--- config.mk ---
export PLATFORM = sky130hd
export DESIGN_NAME = base64_line_wrapping_encoder_unit
export DESIGN_NICKNAME = d
export VERILOG_FILES = /design/src/hdl/b64lwe_pkg.sv /design/src/hdl/b64lwe_front.sv /design/src/hdl/b64lwe_jobq.sv /design/src/hdl/b64lwe_back.sv /design/src/hdl/base64_line_wrapping_encoder_unit.sv
export SDC_FILE = /design/constraint.sdc
export NUM_CORES = 1
export LEC_CHECK = 0
export BUFFER_PORTS_ARGS = -buffer_cell sky130_fd_sc_hd__buf_2
export CELL_PAD_IN_SITES_DETAIL_PLACEMENT = 1
export CELL_PAD_IN_SITES_GLOBAL_PLACEMENT = 1
export CORE_MARGIN = 2
export CORE_UTILIZATION = 47
export CTS_CLUSTER_DIAMETER = 30
export CTS_CLUSTER_SIZE = 28
export DETAILED_ROUTE_END_ITERATION = 16
export GPL_TIMING_DRIVEN = 0
export PLACE_DENSITY_LB_ADDON = 0.1
export SYNTH_ARGS = -nofsm -noshare
export SYNTH_HDL_FRONTEND = slang
export SYNTH_SLANG_ARGS = --single-unit
--- constraint.sdc ---
create_clock -name clk -period 4.51 [get_ports clk]
set_input_delay 0.2255 -clock clk [delete_from_list [all_inputs] [get_ports clk]]
set_output_delay 0.2255 -clock clk [all_outputs]
set_load 0.02 [all_outputs]
--- src/hdl/b64lwe_pkg.sv ---
// Shared types, constants and the character table of the base64 line-wrapping encoder.
`default_nettype none

package b64lwe_pkg;

	localparam int unsigned CHAR_W     = 8;
	localparam int unsigned SEXTET_W   = 6;
	localparam int unsigned GROUP_W    = 8;
	localparam int unsigned JOB_CHARS  = 4;
	localparam int unsigned JOB_IDX_W  = $clog2(JOB_CHARS);
	localparam int unsigned QUEUE_DEPTH = 4;
	localparam int unsigned QPTR_W     = $clog2(QUEUE_DEPTH);
	localparam int unsigned QCNT_W     = $clog2(QUEUE_DEPTH + 1);
	localparam int unsigned CFG_IDX_W  = 1;
	localparam int unsigned CFG_DATA_W = 8;

	localparam logic [CHAR_W-1:0] PAD_CHAR     = 8'h3D;
	localparam logic [CHAR_W-1:0] NEWLINE_CHAR = 8'h0A;

	localparam logic [GROUP_W-1:0] LINE_GROUPS_RESET = 8'd20;

	localparam logic [CFG_IDX_W-1:0] CFG_WRAP_ENABLE = 1'b0;
	localparam logic [CFG_IDX_W-1:0] CFG_LINE_GROUPS = 1'b1;

	localparam logic MODE_DATA  = 1'b0;
	localparam logic MODE_CLOSE = 1'b1;

	// One unit of output work: up to four characters, first in element 0.
	typedef struct packed {
		logic [JOB_CHARS-1:0][CHAR_W-1:0] chars;
		logic [JOB_IDX_W-1:0]             last_idx;
	} job_t;

	// Queue status seen by the back end.
	typedef struct packed {
		logic full;
		logic avail;
	} jobq_stat_t;

	// RFC 4648 alphabet.
	function automatic logic [CHAR_W-1:0] sextet_char(input logic [SEXTET_W-1:0] v);
		logic [CHAR_W-1:0] c;
		if (v < 6'd26) begin
			c = 8'h41 + {2'b00, v};
		end else if (v < 6'd52) begin
			c = 8'h61 + {2'b00, v} - 8'd26;
		end else if (v < 6'd62) begin
			c = 8'h30 + {2'b00, v} - 8'd52;
		end else if (v == 6'd62) begin
			c = 8'h2B;
		end else begin
			c = 8'h2F;
		end
		return c;
	endfunction

endpackage

`default_nettype wire

--- src/hdl/b64lwe_front.sv ---
// Front end: accepts bytes, tracks group and line state, builds character jobs.
`default_nettype none

module b64lwe_front (
	input  wire logic                          clk,
	input  wire logic                          arst_n,
	input  wire logic                          accept,
	input  wire logic                          mode,
	input  wire logic [7:0]                    data_byte,
	input  wire logic                          wrap_enable,
	input  wire logic [b64lwe_pkg::GROUP_W-1:0] line_groups,
	output b64lwe_pkg::job_t                   job,
	output logic                               job_push
);
	import b64lwe_pkg::*;

	logic [15:0]        held_q;
	logic [1:0]         phase_q;
	logic [GROUP_W-1:0] groups_q;

	logic [GROUP_W-1:0] limit;
	logic               line_full;
	logic [7:0]         b0;
	logic [7:0]         b1;

	assign limit     = (line_groups == '0) ? GROUP_W'(1) : line_groups;
	assign line_full = (groups_q >= limit);
	assign b0        = (phase_q == 2'd2) ? held_q[15:8] : held_q[7:0];
	assign b1        = held_q[7:0];

	always_comb begin
		job      = '0;
		job_push = 1'b0;
		if (mode == MODE_DATA) begin
			case (phase_q)
				2'd0: begin
					job.chars[0] = NEWLINE_CHAR;
					job_push     = accept && line_full && wrap_enable;
				end
				2'd2: begin
					job.chars[0] = sextet_char(b0[7:2]);
					job.chars[1] = sextet_char({b0[1:0], b1[7:4]});
					job.chars[2] = sextet_char({b1[3:0], data_byte[7:6]});
					job.chars[3] = sextet_char(data_byte[5:0]);
					job.last_idx = JOB_IDX_W'(3);
					job_push     = accept;
				end
				default: begin
				end
			endcase
		end else begin
			case (phase_q)
				2'd1: begin
					job.chars[0] = sextet_char(b0[7:2]);
					job.chars[1] = sextet_char({b0[1:0], 4'b0000});
					job.chars[2] = PAD_CHAR;
					job.chars[3] = PAD_CHAR;
					job.last_idx = JOB_IDX_W'(3);
					job_push     = accept;
				end
				2'd2: begin
					job.chars[0] = sextet_char(b0[7:2]);
					job.chars[1] = sextet_char({b0[1:0], b1[7:4]});
					job.chars[2] = sextet_char({b1[3:0], 2'b00});
					job.chars[3] = PAD_CHAR;
					job.last_idx = JOB_IDX_W'(3);
					job_push     = accept;
				end
				default: begin
				end
			endcase
		end
	end

	always_ff @(posedge clk or negedge arst_n) begin
		if (!arst_n) begin
			held_q   <= '0;
			phase_q  <= '0;
			groups_q <= '0;
		end else if (accept) begin
			if (mode == MODE_CLOSE) begin
				held_q   <= '0;
				phase_q  <= '0;
				groups_q <= '0;
			end else begin
				case (phase_q)
					2'd0: begin
						held_q  <= {8'h00, data_byte};
						phase_q <= 2'd1;
						if (line_full) begin
							groups_q <= '0;
						end
					end
					2'd1: begin
						held_q  <= {held_q[7:0], data_byte};
						phase_q <= 2'd2;
					end
					default: begin
						held_q   <= '0;
						phase_q  <= '0;
						groups_q <= groups_q + GROUP_W'(1);
					end
				endcase
			end
		end
	end

endmodule

`default_nettype wire

--- src/hdl/b64lwe_jobq.sv ---
// Short job queue between the front and back ends.
`default_nettype none

module b64lwe_jobq (
	input  wire logic              clk,
	input  wire logic              arst_n,
	input  wire logic              wr,
	input  wire b64lwe_pkg::job_t  wr_job,
	input  wire logic              rd,
	output b64lwe_pkg::job_t       rd_job,
	output b64lwe_pkg::jobq_stat_t stat
);
	import b64lwe_pkg::*;

	job_t              mem_q [QUEUE_DEPTH];
	logic [QPTR_W-1:0] wr_ptr_q;
	logic [QPTR_W-1:0] rd_ptr_q;
	logic [QCNT_W-1:0] count_q;
	logic              do_wr;
	logic              do_rd;

	assign stat.full  = (count_q == QCNT_W'(QUEUE_DEPTH));
	assign stat.avail = (count_q != '0);
	assign rd_job     = mem_q[rd_ptr_q];
	assign do_wr      = wr && !stat.full;
	assign do_rd      = rd && stat.avail;

	always_ff @(posedge clk) begin
		if (do_wr) begin
			mem_q[wr_ptr_q] <= wr_job;
		end
	end

	always_ff @(posedge clk or negedge arst_n) begin
		if (!arst_n) begin
			wr_ptr_q <= '0;
			rd_ptr_q <= '0;
			count_q  <= '0;
		end else begin
			if (do_wr) begin
				wr_ptr_q <= wr_ptr_q + QPTR_W'(1);
			end
			if (do_rd) begin
				rd_ptr_q <= rd_ptr_q + QPTR_W'(1);
			end
			if (do_wr && !do_rd) begin
				count_q <= count_q + QCNT_W'(1);
			end else if (do_rd && !do_wr) begin
				count_q <= count_q - QCNT_W'(1);
			end
		end
	end

endmodule

`default_nettype wire

--- src/hdl/b64lwe_back.sv ---
// Back end: takes jobs from the queue and hands out one character per beat.
`default_nettype none

module b64lwe_back (
	input  wire logic                   clk,
	input  wire logic                   arst_n,
	input  wire b64lwe_pkg::job_t       job,
	input  wire b64lwe_pkg::jobq_stat_t stat,
	output logic                        job_take,
	input  wire logic                   pop,
	output logic [7:0]                  out_char,
	output logic                        last_of_run,
	output logic                        empty
);
	import b64lwe_pkg::*;

	job_t                 cur_q;
	logic [JOB_IDX_W-1:0] idx_q;
	logic                 busy_q;
	logic [CHAR_W-1:0]    char_q;
	logic                 last_q;
	logic                 valid_q;

	logic out_ready;
	logic cur_last;
	logic cur_done;

	assign out_ready = !valid_q || pop;
	assign cur_last  = (idx_q == cur_q.last_idx);
	assign cur_done  = busy_q && out_ready && cur_last;
	assign job_take  = stat.avail && (!busy_q || cur_done);

	assign out_char    = char_q;
	assign last_of_run = last_q;
	assign empty       = !valid_q;

	always_ff @(posedge clk) begin
		if (busy_q && out_ready) begin
			char_q <= cur_q.chars[idx_q];
			last_q <= cur_last;
		end
		if (job_take) begin
			cur_q <= job;
		end
	end

	always_ff @(posedge clk or negedge arst_n) begin
		if (!arst_n) begin
			valid_q <= 1'b0;
			busy_q  <= 1'b0;
			idx_q   <= '0;
		end else begin
			if (busy_q && out_ready) begin
				valid_q <= 1'b1;
				idx_q   <= idx_q + JOB_IDX_W'(1);
			end else if (pop) begin
				valid_q <= 1'b0;
			end
			if (job_take) begin
				busy_q <= 1'b1;
				idx_q  <= '0;
			end else if (cur_done) begin
				busy_q <= 1'b0;
			end
		end
	end

endmodule

`default_nettype wire

--- src/hdl/base64_line_wrapping_encoder_unit.sv ---
// Top level of the base64 line-wrapping encoder: configuration registers and the three parts.
// A group's first character passes the job queue, the back end's job register and the output register.
// Throughput: one byte per cycle while the job queue has room; one character per cycle out while popped.
// A group gives four characters for three bytes, so a steady byte stream is paced by the character output.
// Reset (arst_n low, asynchronous): queue and output empty, no bytes held, line count
// zero, wrapping off and 20 groups per line.
`default_nettype none

module base64_line_wrapping_encoder_unit (
	input  wire logic                                 clk,
	input  wire logic                                 arst_n,
	// input side
	input  wire logic                                 push,
	output logic                                      full,
	input  wire logic                                 mode,
	input  wire logic [7:0]                           data_byte,
	// result side
	output logic                                      empty,
	input  wire logic                                 pop,
	output logic [7:0]                                out_char,
	output logic                                      last_of_run,
	// configuration
	input  wire logic                                 cfg_we,
	input  wire logic [b64lwe_pkg::CFG_IDX_W-1:0]     cfg_idx,
	input  wire logic [b64lwe_pkg::CFG_DATA_W-1:0]    cfg_wdata
);
	import b64lwe_pkg::*;

	logic               wrap_enable_q;
	logic [GROUP_W-1:0] line_groups_q;

	logic       accept;
	job_t       front_job;
	logic       front_push;
	job_t       head_job;
	jobq_stat_t q_stat;
	logic       job_take;

	// Configuration writes land straight in the registers; indexes past the list drop.
	always_ff @(posedge clk or negedge arst_n) begin
		if (!arst_n) begin
			wrap_enable_q <= 1'b0;
			line_groups_q <= LINE_GROUPS_RESET;
		end else if (cfg_we) begin
			case (cfg_idx)
				CFG_WRAP_ENABLE: wrap_enable_q <= cfg_wdata[0];
				CFG_LINE_GROUPS: line_groups_q <= cfg_wdata[GROUP_W-1:0];
				default: begin
				end
			endcase
		end
	end

	// Hold off the input side whenever the job queue is full, even for bytes that would
	// produce nothing: this keeps the accept path free of the classification logic.
	assign full   = q_stat.full;
	assign accept = push && !q_stat.full;

	// Front end: group assembly, line counting and character lookup.
	b64lwe_front u_front (
		.clk         (clk),
		.arst_n      (arst_n),
		.accept      (accept),
		.mode        (mode),
		.data_byte   (data_byte),
		.wrap_enable (wrap_enable_q),
		.line_groups (line_groups_q),
		.job         (front_job),
		.job_push    (front_push)
	);

	// Job queue: lets the byte stream run on while characters drain at one per beat.
	b64lwe_jobq u_jobq (
		.clk    (clk),
		.arst_n (arst_n),
		.wr     (front_push),
		.wr_job (front_job),
		.rd     (job_take),
		.rd_job (head_job),
		.stat   (q_stat)
	);

	// Back end: serialise each job into the output register, last beat flagged.
	b64lwe_back u_back (
		.clk         (clk),
		.arst_n      (arst_n),
		.job         (head_job),
		.stat        (q_stat),
		.job_take    (job_take),
		.pop         (pop),
		.out_char    (out_char),
		.last_of_run (last_of_run),
		.empty       (empty)
	);

endmodule

`default_nettype wire

# Word-level counts from Yosys, hierarchy flattened
# Memories as Yosys holds them, arrays and structs flattened. A register that Yosys moved wholly into a read port is not among the register bits.
# Index checks and enable logic that the tools add are counted.
[op_classes]
addsub = 36
magnitude_cmp = 20
eq_ne = 10
n_mux = 51
bitwise_logic = 1
n_reduce_logical = 28
[op_table]
columns = ["operator", "n"]
rows = [
  ["8-bit two-way mux", 23],
  ["7-bit by 6-bit adder with 8-bit output, first input constant", 12],
  ["6-bit < comparator, second input constant", 12],
  ["32-bit one-hot mux with 2 select lines", 1],
  ["8-bit by 5-bit subtractor with 8-bit output, second input constant", 6],
  ["8-bit by 6-bit subtractor with 8-bit output, second input constant", 6],
  ["6-bit by 6-bit adder with 7-bit output, first input constant", 6],
  ["6-bit by 5-bit < comparator with 1-bit output, second input constant", 6],
  ["34-bit two-way mux", 1],
  ["16-bit one-hot mux with 2 select lines", 1],
  ["8-bit one-hot mux with 2 select lines", 2],
  ["6-bit equality test, second input constant", 4],
  ["24-bit two-way mux", 1],
  ["3-bit two-way mux", 6],
  ["8-bit binary-select mux with 2-bit select", 1],
  ["16-bit two-way mux", 1],
  ["1-bit logical AND", 10],
  ["8-bit by 1-bit adder with 8-bit output, second input constant", 1],
  ["8-bit greater-or-equal comparator", 1],
  ["8-bit zero test", 1],
  ["1-bit two-way mux", 8],
  ["2-bit two-way mux", 4],
  ["2-bit nonzero test", 4],
  ["2-bit by 1-bit adder with 2-bit output, second input constant", 3],
  ["other kinds (19)", 25],
]
[totals]
reg_bits = 55
mem_bits_rw = 136
out_inout_bits = 11
elab_cells = 160
mem_count = 1
[mem_list]
columns = ["memory", "words", "width", "rd", "rd_ports_with_merged_regs", "write_ports", "line", "rtl"]
rows = [
  ["u_jobq.mem_q", 4, 34, 1, 1, 1, "b64lwe_jobq.sv:15", "job_t mem_q [QUEUE_DEPTH];"],
]

# Logic depth before layout (Yosys ltp)
# Gate-level depths: netlist of the first run.
[depth]
word_depth = 12
depth_mapped = 14
ltp_nobuf = 14

# Modules after synthesis
# A second synthesis of the first run with hierarchy kept.
[hier_totals]
cells_unflattened = 765
hier_area_um2 = 10861.7
[by_module_without_submodules]
columns = ["module", "n_inst", "cells_each", "area_each_um2", "seq_area_each_um2"]
rows = [
  ["b64lwe_jobq", 1, 213, 5385.2, 4259.1],
  ["b64lwe_front", 1, 453, 3410.8, 650.6],
  ["b64lwe_back", 1, 78, 1717.9, 1391.3],
  ["base64_line_wrapping_encoder_unit", 1, 21, 347.8, 227.7],
]

# Worst setup path before layout of the first run
# OpenSTA, ideal clock, no wires.
[synth_timing]
path_type = "reg2reg"
startpoint = "register line_groups_q[4]"
endpoint = "memory u_jobq.mem_q[0][10] in the netlist's numbering, enable pin"
arrival_time_ps = 4294
path_slack_ps = -255
path_stages_with_launch = 9
synth_period_minus_slack_ps = 4765
path_cell_list = "dfstp_2 nor4_1 a41o_1 ha_1 nand2b_1 a211oi_1 o221a_2 o31a_1 nor3b_1"
[synth_via]
elab_chain_cells = 10
[synth_lines]
columns = ["element", "line", "rtl"]
rows = [
  ["from (decl)", "base64_line_wrapping_encoder_unit.sv:30", "logic [GROUP_W-1:0] line_groups_q;"],
  ["from (signal assigned)", "base64_line_wrapping_encoder_unit.sv:47", "CFG_LINE_GROUPS: line_groups_q <= cfg_wdata[GROUP_W-1:0];"],
  ["8-bit zero test", "b64lwe_front.sv:26", "assign limit = (line_groups == '0) ? GROUP_W'(1) : line_groups;"],
  ["8-bit two-way mux (*)", "b64lwe_front.sv:26", ""],
  ["8-bit greater-or-equal comparator (*)", "b64lwe_front.sv:27", "assign line_full = (groups_q >= limit);"],
  ["1-bit logical AND (*) (2 in a row)", "b64lwe_front.sv:38", "job_push = accept && line_full && wrap_enable;"],
  ["1-bit one-hot mux with 2 select lines (*)", "b64lwe_front.sv:35", "case (phase_q)"],
  ["1-bit two-way mux (*)", "b64lwe_front.sv:34", "if (mode == MODE_DATA) begin"],
  ["1-bit logical AND (*)", "b64lwe_jobq.sv:25", "assign do_wr = wr && !stat.full;"],
  ["1-bit two-way mux (*)", "b64lwe_jobq.sv:29", "if (do_wr) begin"],
  ["1-bit two-way mux (not written as such) (*)", "b64lwe_jobq.sv:30", "mem_q[wr_ptr_q] <= wr_job;"],
  ["to (decl)", "b64lwe_jobq.sv:15", ""],
]
# Every way passes the cells marked *; elsewhere a longest branch is shown, timed or not.

==> impl_metrics.csv, run 1 <==
group,metric,value,unit
finish,fin_nets,1042,
floorplan,die_y,159.1,um
placed_design,post-place-ws,0.8749,ns
floorplan,ios,34,
synth,synth_compound_area_share,11.20,%
critical_path,max_stage_delay,0.48,ns
floorplan,rows,56,
timing,post-route-period-util,81.55,%
synth,synth-edff-count,174,
grt,grt_overflow,0,
floorplan,fp.coreArea,0.02354,mm^2
hold_path,hp-class,"input port to register",
floorplan,start_util,48.02,%
timing,rsz0062_at_grt,"false",
synth,synth_seq_cells,220,
critical_path,crit_path_top_delay_cell,"nor2b_1",
finish,syn2layout_area_growth,19.91,%
power,power.leakage,5.053,nW
detailed_routing,route.final.wire_length,30090,um
timing,finalHoldViolCount,0,
synth,synth_fp_nets,940,
timing,fin_skew,0.02229,ns
hold_path,hold-path-cell-count,3,
detailed_routing,ant_nets,0,
critical_path,cp.required,4.78,ns
timing,period_minus_slack,3.678,ns
clocking,postCtsResizedCells,0,
synth,syn_inst,860,
critical_path,r2r-end,"u_jobq.mem_q[1][9]",
critical_path,path_delay_family,"compound AO/OA/AOI/OAI gates",
grt,grt_use_total,24.15,%
clocking,clockBufferDepth,3,
detailed_routing,drtIter0Drc,429,
critical_path,crit_path_frequent_cell,"ha_1",
hold_path,hold_start,"data_byte[0]",
clocking,cts_tree,"yes",
finish,drive_above_1_share,22.49,%
critical_path,cp.arrival,3.95,ns
critical_path,rr_startpoint,"u_front.phase_q[0]",
critical_path,endpoint_kind,"register",
clocking,worstSkewPairLatency,0.54,ns
clocking,clkSlewWorstSetupHoldPaths,0.05,ns
synth,syn_avg_cell_area,13.15,um^2
synth,ys_seq_area_share,56.42,%
grt,grt_pass1_wl,47870,um
timing,setup_viol,0,
detailed_routing,num_vias,7642,
synth,ys.flop_type,"edfxtp_1",
synth,synth_top_family_by_area,"compound AO/OA/AOI/OAI gates",
grt,antenna_found_initial,0,
timing,finalWorstSetupSlack,0.8319,ns
timing,drv_slew,0,
synth,ys_warn_count,0,
power,peakVddDrop,356.8,uV
detailed_routing,drc,0,
synth,synth-simple-area-share,9.064,%
hold_path,holdPathEnd,"u_front.held_q[0]",
placed_design,detailed_place_hpwl,21720,um
critical_path,cp_num_buf_inv,4,
clocking,cts_buffers,44,
clocking,htreeDepth,2,
grt,grt_start_max_net_pins,47,
synth,synth-adder-area-share,6.375,%
finish,num_antenna_cells,0,
critical_path,startpoint_type,"register",
critical_path,worstPathMaxFanout,10,
grt,grt_pass1_vias,8311,
synth,yosysUniqueCellTypes,78,
floorplan,dieArea,0.02531,mm^2
floorplan,dieWidth,159.1,um
critical_path,crit_type,"register to register",
detailed_routing,first_pass_iters,5,
synth,synth-async-reset-ratio,20.91,%
clocking,root_buffer,"clkbuf_16",
synth,synth_xor_area_share,2.324,%
timing,tightest_slew,1.208,ns
timing,slew_headroom,19.44,%
detailed_routing,routedWlPerCell,22.88,um
placed_design,gp_congestion,0.8819,
critical_path,path_cells,"inv_1, ha_1, buf_6, buf_8, buf_4, o21ai_0, ha_1, nor2b_1, nand2_1, a211oi_1, nand3_1, a21oi_1",
placed_design,io_buffers,33,
synth,synthMuxAreaShare,10.80,%
critical_path,r2r_setup_slack,0.83,ns
power,powerDensity,651.2,mW/mm^2
timing,timing.fmax,0.2719,GHz
detailed_routing,viasPerCell,5.811,
critical_path,worstRegToRegCells,12,
job,maxCapViolCount,0,
synth,syn_area,0.01131,mm^2
timing,setup_tns,0,ns
status,status,"finished, final reports clean",
clocking,cts.sink_count,220,
-- worst max path at each step --
stage                             from  depth (start not counted)             endpoint
finish              u_front.phase_q[0]                         12   u_jobq.mem_q[1][9]
global route        u_front.phase_q[0]                         12   u_jobq.mem_q[1][9]
CTS                   line_groups_q[4]                         11  u_jobq.mem_q[3][29]
detailed placement    line_groups_q[4]                         11  u_jobq.mem_q[3][27]
global placement      line_groups_q[4]                          8  u_jobq.mem_q[1][29]
floorplan             line_groups_q[4]                          8  u_jobq.mem_q[0][10]
-- per-stage QoR --
step | hold slack [ns] | total power, mW | util [%] | cell area [um^2] | std cells
floorplan | -0.07009 | 4.955 | - | 11310 | 860
global placement | 0.4581 | 5.702 | 50.42 | 11870 | 1212
detailed placement | 0.4655 | 5.895 | 51.34 | 12090 | 1226
CTS | 0.007899 | 8.892 | 57.58 | 13560 | 1315
global route | 0.05297 | 9.275 | 57.58 | 13560 | 1315
finish | 0.02301 | 8.828 | 57.58 | 13560 | 1315
-- logic make-up (layout without fill, tap and decap cells) --
family / after synthesis / after routing
adder cells (fa/ha/maj): 57 / 57
flip-flops: 220 / 220
multiplexers: 64 / 64
buffers and inverters: 100 / 236
XOR/XNOR: 30 / 30
AO/OA/AOI/OAI: 187 / 187
AND/OR/NAND/NOR: 202 / 202
-- final cells by class --
| cell class | instances | area (um^2) |
|---|---|---|
| Buffer | 44 | 219.0 |
| Inverter | 56 | 212.7 |
| Multi-Input combinational cell | 540 | 4527 |
| Timing Repair Buffer | 56 | 440.4 |
| Clock inverter | 31 | 239.0 |
| Clock buffer | 49 | 1141 |
| Fill cell | 2372 | 9986 |
| Tap cell | 319 | 399.1 |
| Sequential cell | 220 | 6379 |
-- cells in the mapped netlist (6+ instances only) --
library cell | count | area (um^2)
nor3_1 | 18 | 90.09
nand2b_1 | 13 | 81.33
clkbuf_1 | 17 | 63.81
inv_1 | 53 | 198.9
o21ai_0 | 43 | 215.2
or3_1 | 6 | 37.54
xor2_1 | 9 | 78.83
nand2_1 | 68 | 255.2
o31ai_1 | 10 | 75.07
nor2b_1 | 13 | 81.33
o211ai_1 | 13 | 97.59
nor3b_1 | 9 | 67.56
a21oi_1 | 35 | 175.2
nand3_1 | 22 | 110.1
a31oi_1 | 9 | 56.30
dfrtp_1 | 44 | 1101
o21ai_1 | 7 | 35.03
xnor2_1 | 21 | 183.9
mux4_2 | 41 | 923.4
mux2_2 | 13 | 146.4
a21o_1 | 7 | 52.55
nor2_1 | 24 | 90.09
ha_1 | 56 | 700.7
and3_1 | 11 | 68.82
edfxtp_1 | 174 | 5225
buf_2 | 22 | 110.1
a211oi_1 | 14 | 105.1
-- power by group --
group / switching (mW) / total [mW] / internal, mW
Clock: 1.05 / 2.93 / 1.88
Combinational: 1.81 / 2.96 / 1.15
Sequential: 0.221 / 2.94 / 2.71
-- layer usage --
| metal | up-vias | global-route usage [%] | part of all wire (%) |
|---|---|---|---|
| met2 | 185 | 42.39 | 51 |
| li1 | 3494 | - | - |
| met5 | - | 0 | 0 |
| met4 | 0 | 6.777 | 2.1 |
| met3 | 45 | 3.412 | 3.8 |
| met1 | 3918 | 31.51 | 43 |
-- state kept, by name, indices dropped and copies added (netlist names), 2 cells and up --
signal,flops
line_groups_q,8
u_back.cur_q,33
u_back.idx_q,2
u_back.out_char,8
u_front.groups_q,8
u_front.held_q,16
u_front.phase_q,2
u_jobq.count_q,3
u_jobq.mem_q,132
u_jobq.rd_ptr_q,2
u_jobq.wr_ptr_q,2
-- worst register-to-register path, cell delays in order (launching register included) --
cell and delay, ns:
dfrtp_1 0.39, inv_1 0.08, ha_1 0.22, buf_6 0.16, buf_8 0.16, buf_4 0.18, o21ai_0 0.38, ha_1 0.44
nor2b_1 0.48, nand2_1 0.11, a211oi_1 0.27, nand3_1 0.13, a21oi_1 0.44
-- layout by cell type (no fill, tap or decap), drive strengths merged, types with 3 or more instances in the layout --
| cell type | synthesis | layout |
|---|---|---|
| inv | 55 | 56 |
| nor2 | 24 | 24 |
| o311ai | 5 | 5 |
| a21oi | 37 | 37 |
| or3 | 6 | 6 |
| o221ai | 3 | 3 |
| buf | 27 | 74 |
| edfxtp | 174 | 174 |
| a31oi | 9 | 9 |
| o31ai | 10 | 10 |
| clkinv | 1 | 23 |
| nor4 | 4 | 4 |
| nand2 | 68 | 68 |
| mux2 | 15 | 15 |
| nor3b | 9 | 9 |
| mux4 | 41 | 41 |
| nor3 | 18 | 18 |
| clkinvlp | 0 | 7 |
| clkbuf | 17 | 66 |
| nand3 | 23 | 23 |
| a21o | 7 | 7 |
| and3 | 11 | 11 |
| dlygate4sd3 | 0 | 9 |
| xnor2 | 21 | 21 |
| nor2b | 13 | 13 |
| mux2i | 8 | 8 |
| xor2 | 9 | 9 |
| nand2b | 13 | 13 |
| dfrtp | 44 | 44 |
| a211oi | 16 | 16 |
| a2111oi | 4 | 4 |
| o21ai | 50 | 50 |
| o32ai | 4 | 4 |
| o211ai | 14 | 14 |
| a311oi | 3 | 3 |
| a22oi | 4 | 4 |
| ha | 56 | 56 |
-- repair_timing --
action | CTS | global route
hold buffers | 9 | 0
buffers inserted | 0 | 0
hold endpoints to repair | 18 | 0
Note: power is estimated with default switching activity, not from simulation.
==> run 2: changes to the inputs <==
--- a/config.mk
+++ b/config.mk
@@ -5,11 +5,12 @@
 export SDC_FILE = /design/constraint.sdc
 export NUM_CORES = 1
 export LEC_CHECK = 0
+export ABC_AREA = 1
 export BUFFER_PORTS_ARGS = -buffer_cell sky130_fd_sc_hd__buf_2
 export CELL_PAD_IN_SITES_DETAIL_PLACEMENT = 1
 export CELL_PAD_IN_SITES_GLOBAL_PLACEMENT = 1
 export CORE_MARGIN = 2
-export CORE_UTILIZATION = 47
+export CORE_UTILIZATION = 45
 export CTS_CLUSTER_DIAMETER = 30
 export CTS_CLUSTER_SIZE = 28
 export DETAILED_ROUTE_END_ITERATION = 16
==> constraint.sdc (replaced) <==
create_clock -name clk -period 3.2 [get_ports clk]
set_input_delay 0.16 -clock clk [delete_from_list [all_inputs] [get_ports clk]]
set_output_delay 0.16 -clock clk [all_outputs]
set_load 0.02 [all_outputs]
==> run 2 against run 1 <==
  * Area after synthesis decreased by 0.91%
  * Non-clock buffer count decreased by 10
  * Wire length increased by 5.5%
  * Clock skew increased by 0.0084 ns
  * First-iteration DRC count increased by 6.1%
  * Via count increased by 15%
  * Power increased by 46%
  * Final cell count increased by 22%
  * Register-to-register slack got worse by 0.61 ns
  * Fmax increased by 24%
  * Die area increased by 3.4%
  * Flip-flop and latch count unchanged
  * Largest power group is now clock
  * Highest routed layer is now met5
==> impl_metrics.csv, run 2 <==
group,metric,value,unit
critical_path,startpoint_type,"register",
critical_path,cp.required,3.62,ns
clocking,htreeDepth,2,
grt,grt_pass1_vias,9277,
job,maxCapViolCount,0,
floorplan,dieWidth,161.8,um
placed_design,io_buffers,32,
placed_design,post-place-ws,-0.2249,ns
synth,synth_top_area_share,46.64,%
timing,drv_slew,0,
floorplan,die_y,161.8,um
synth,syn_area,0.01120,mm^2
synth,syn_inst,1140,
synth,yosysMostFrequentCell,"edfxtp_1",
finish,final_cell_count_no_fill,1601,
detailed_routing,first_pass_iters,5,
detailed_routing,drc,0,
clocking,worstSkewPairLatency,0.54,ns
clocking,clockBufferDepth,3,
synth,synth.largest_area_cell,"edfxtp_1",
critical_path,endpoint_kind,"register",
critical_path,r2r_setup_slack,0.22,ns
finish,fin_nets,1320,
finish,ff_latch_area,0.006379,mm^2
synth,ys.flop_type,"edfxtp_1",
detailed_routing,drtIter0Drc,455,
floorplan,fp.coreArea,0.02439,mm^2
synth,ys_seq_area_share,56.94,%
critical_path,worstPathMaxFanout,4,
power,peakVddDrop,561.4,uV
critical_path,cp.arrival,3.39,ns
hold_path,hold-path-cell-count,3,
grt,grt_overflow,0,
synth,synth-edff-count,174,
finish,drive_above_1_share,13.78,%
critical_path,crit_type,"register to register",
timing,slew_headroom,20.56,%
finish,num_antenna_cells,0,
hold_path,hold_start,"data_byte[6]",
timing,post-route-period-util,93.04,%
floorplan,ios,34,
power,power.leakage,5.477,nW
finish,final_cell_mix,"edfxtp_1 (174), nand2_1 (163), nor2_1 (137)",
clocking,cts_buffers,46,
finish,multi_input_area,0.004262,mm^2
finish,reg.largest.list,"u_jobq.mem_q: 132 flops, u_back.cur_q: 33 flops, u_front.held_q: 16 flops",
timing,fin_skew,0.03070,ns
status,status,"finished, final reports clean",
finish,nFillCells,2716,
floorplan,rows,57,
hold_path,holdPathEnd,"u_front.held_q[6]",
finish,layout_commonest_cell,"edfxtp_1",
finish,largest_register,"u_jobq.mem_q",
power,powerDensity,953.7,mW/mm^2
synth,synth_fp_nets,1220,
synth,ys_warn_count,0,
placed_design,dp_cells,1500,
timing,setup_viol,0,
grt,antenna_found_initial,1,
critical_path,r2r-end,"u_jobq.count_q[2]",
timing,timing.fmax,0.3359,GHz
timing,period_minus_slack,2.977,ns
detailed_routing,ant_nets,0,
synth,synthTopCellsByCount,"edfxtp_1 (174), nand2_1 (165), nor2_1 (142)",
timing,finalWorstSetupSlack,0.2228,ns
finish,largest_reg_flops,132,
placed_design,gp_congestion,0.8717,
clocking,cts.sink_count,220,
synth,synth_seq_cells,220,
timing,tightest_slew,1.192,ns
timing,finalHoldViolCount,0,
synth,syn_avg_cell_area,9.827,um^2
hold_path,hp-class,"input port to register",
grt,grt_start_max_net_pins,47,
synth,yosysUniqueCellTypes,48,
grt,grt_pass1_wl,50890,um
clocking,clkSlewWorstSetupHoldPaths,0.05,ns
clocking,root_buffer,"clkbuf_16",
placed_design,detailed_place_hpwl,21890,um
detailed_routing,viasPerCell,5.502,
timing,rsz0062_at_grt,"false",
detailed_routing,routedWlPerCell,19.83,um
synth,netlist_top_cells_area,"edfxtp_1 (47%), dfrtp_1 (9.8%), ha_1 (6.3%)",
floorplan,start_util,45.93,%
grt,grt_use_total,24.90,%
critical_path,worstRegToRegCells,19,
detailed_routing,route.final.wire_length,31760,um
finish,syn2layout_area_growth,20.96,%
critical_path,rr_startpoint,"line_groups_q[2]",
synth,synth-async-reset-ratio,20.91,%
detailed_routing,num_vias,8808,
clocking,cts_tree,"yes",
floorplan,dieArea,0.02617,mm^2
[run 2: cell count changes in the layout (fill, tap and decap cells not counted), moves of 13 or more]
cell | before | now
nand2_1 | 68 | 163
nand2b_1 | 13 | 0
nor2b_1 | 13 | 0
inv_2 | 1 | 16
a211oi_1 | 14 | 1
xnor2_1 | 21 | 3
buf_2 | 55 | 39
o22ai_1 | 0 | 45
nand3_1 | 22 | 69
nor2_1 | 24 | 137
o21ai_0 | 43 | 131
mux4_2 | 41 | 0
inv_1 | 53 | 102
[run 2: power breakdown]
group,switching [mW],internal (mW),total [mW]
Combinational,3.00,1.23,4.23
Clock,1.52,2.95,4.46
Sequential,0.316,3.92,4.23
Total,4.83,8.09,12.9
[run 2: layout make-up]
| type | instances | share of cell area, % |
|---|---|---|
| Timing Repair Buffer | 52 | 2.954 |
| Sequential cell | 220 | 47.07 |
| Inverter | 120 | 3.324 |
| Buffer | 38 | 1.256 |
| Clock buffer | 57 | 9.020 |
| Tap cell | 324 | 2.991 |
| Multi-Input combinational cell | 762 | 31.45 |
| Clock inverter | 28 | 1.939 |
[run 2: worst max path at each step]
stage / slack [ns] / from / cells past startpoint / endpoint
2_1_floorplan: -0.20 / line_groups_q[2] / 13 / u_jobq.mem_q[0][10]
3_5_place_dp: -0.22 / line_groups_q[1] / 17 / u_jobq.count_q[1]
3_3_place_gp: -1.84 / line_groups_q[1] / 13 / u_jobq.mem_q[3][4]
6_report: 0.22 / line_groups_q[2] / 19 / u_jobq.count_q[2]
5_1_grt: 0.008 / line_groups_q[2] / 19 / u_jobq.count_q[2]
4_1_cts: 0.02 / line_groups_q[1] / 19 / u_jobq.count_q[2]
[run 2: worst max-delay path: stages, from the launching register on]
cell and delay [ns]:
dfstp_2 0.53, nor4_2 0.05, a41o_1 0.22, ha_1 0.28, nand2_1 0.04, nand3_1 0.08, nand2_1 0.05, nand2_1 0.05
nand2_1 0.08, nand2_1 0.07, nand2_1 0.06, nand2_2 0.09, nand2_4 0.07, inv_2 0.10, ha_1 0.14, inv_1 0.08
fa_1 0.47, a21oi_1 0.15, o21ai_0 0.11, xor2_1 0.15
[run 2: stage by stage]
stage / area, um^2 / power (mW) / hold slack, ns / setup TNS, ns / utilization, %
after floorplan: 11200 / 6.934 / -0.1356 / -26.95 / -
after global placement: 11770 / 8.236 / 0.3714 / -221.11 / 48.25
after detailed placement: 11890 / 8.410 / 0.3792 / -0.4218 / 48.73
after CTS: 13510 / 12.97 / 0.002238 / 0 / 55.39
after global routing: 13550 / 13.68 / 0.02882 / 0 / 55.56
final: 13550 / 12.92 / 0.01242 / 0 / 55.56
[run 2: cell families (layout without fill, tap and decap cells)]
group,after synthesis,in the layout,synth area share (%)
and+or+nand+nor,418,418,15.95
xor gates and xnor gates,16,16,1.251
buffers and inverters,158,295,5.539
DFF,220,220,56.94
muxes,1,1,0.1005
AOI/OAI and AO/OA,270,270,13.79
adders and majority gates,57,57,6.433
[run 2: timing repair]
| action | in CTS | in global routing |
|---|---|---|
| endpoints found under the hold margin | 55 | 0 |
| endpoints found under the setup margin | 2 | 22 |
| setup buffers | 0 | 3 |
| gates resized for setup | 2 | 9 |
| hold buffers | 13 | 0 |
[run 2: layer usage]
layer  vias up  GRT usage (%)  wire length (um)
met5         -              0                 9
met4         2          9.815              1146
met3        77          4.111              1419
met2       203          42.21             15490
met1      4343          32.06             13690
li1       4183              -                 -
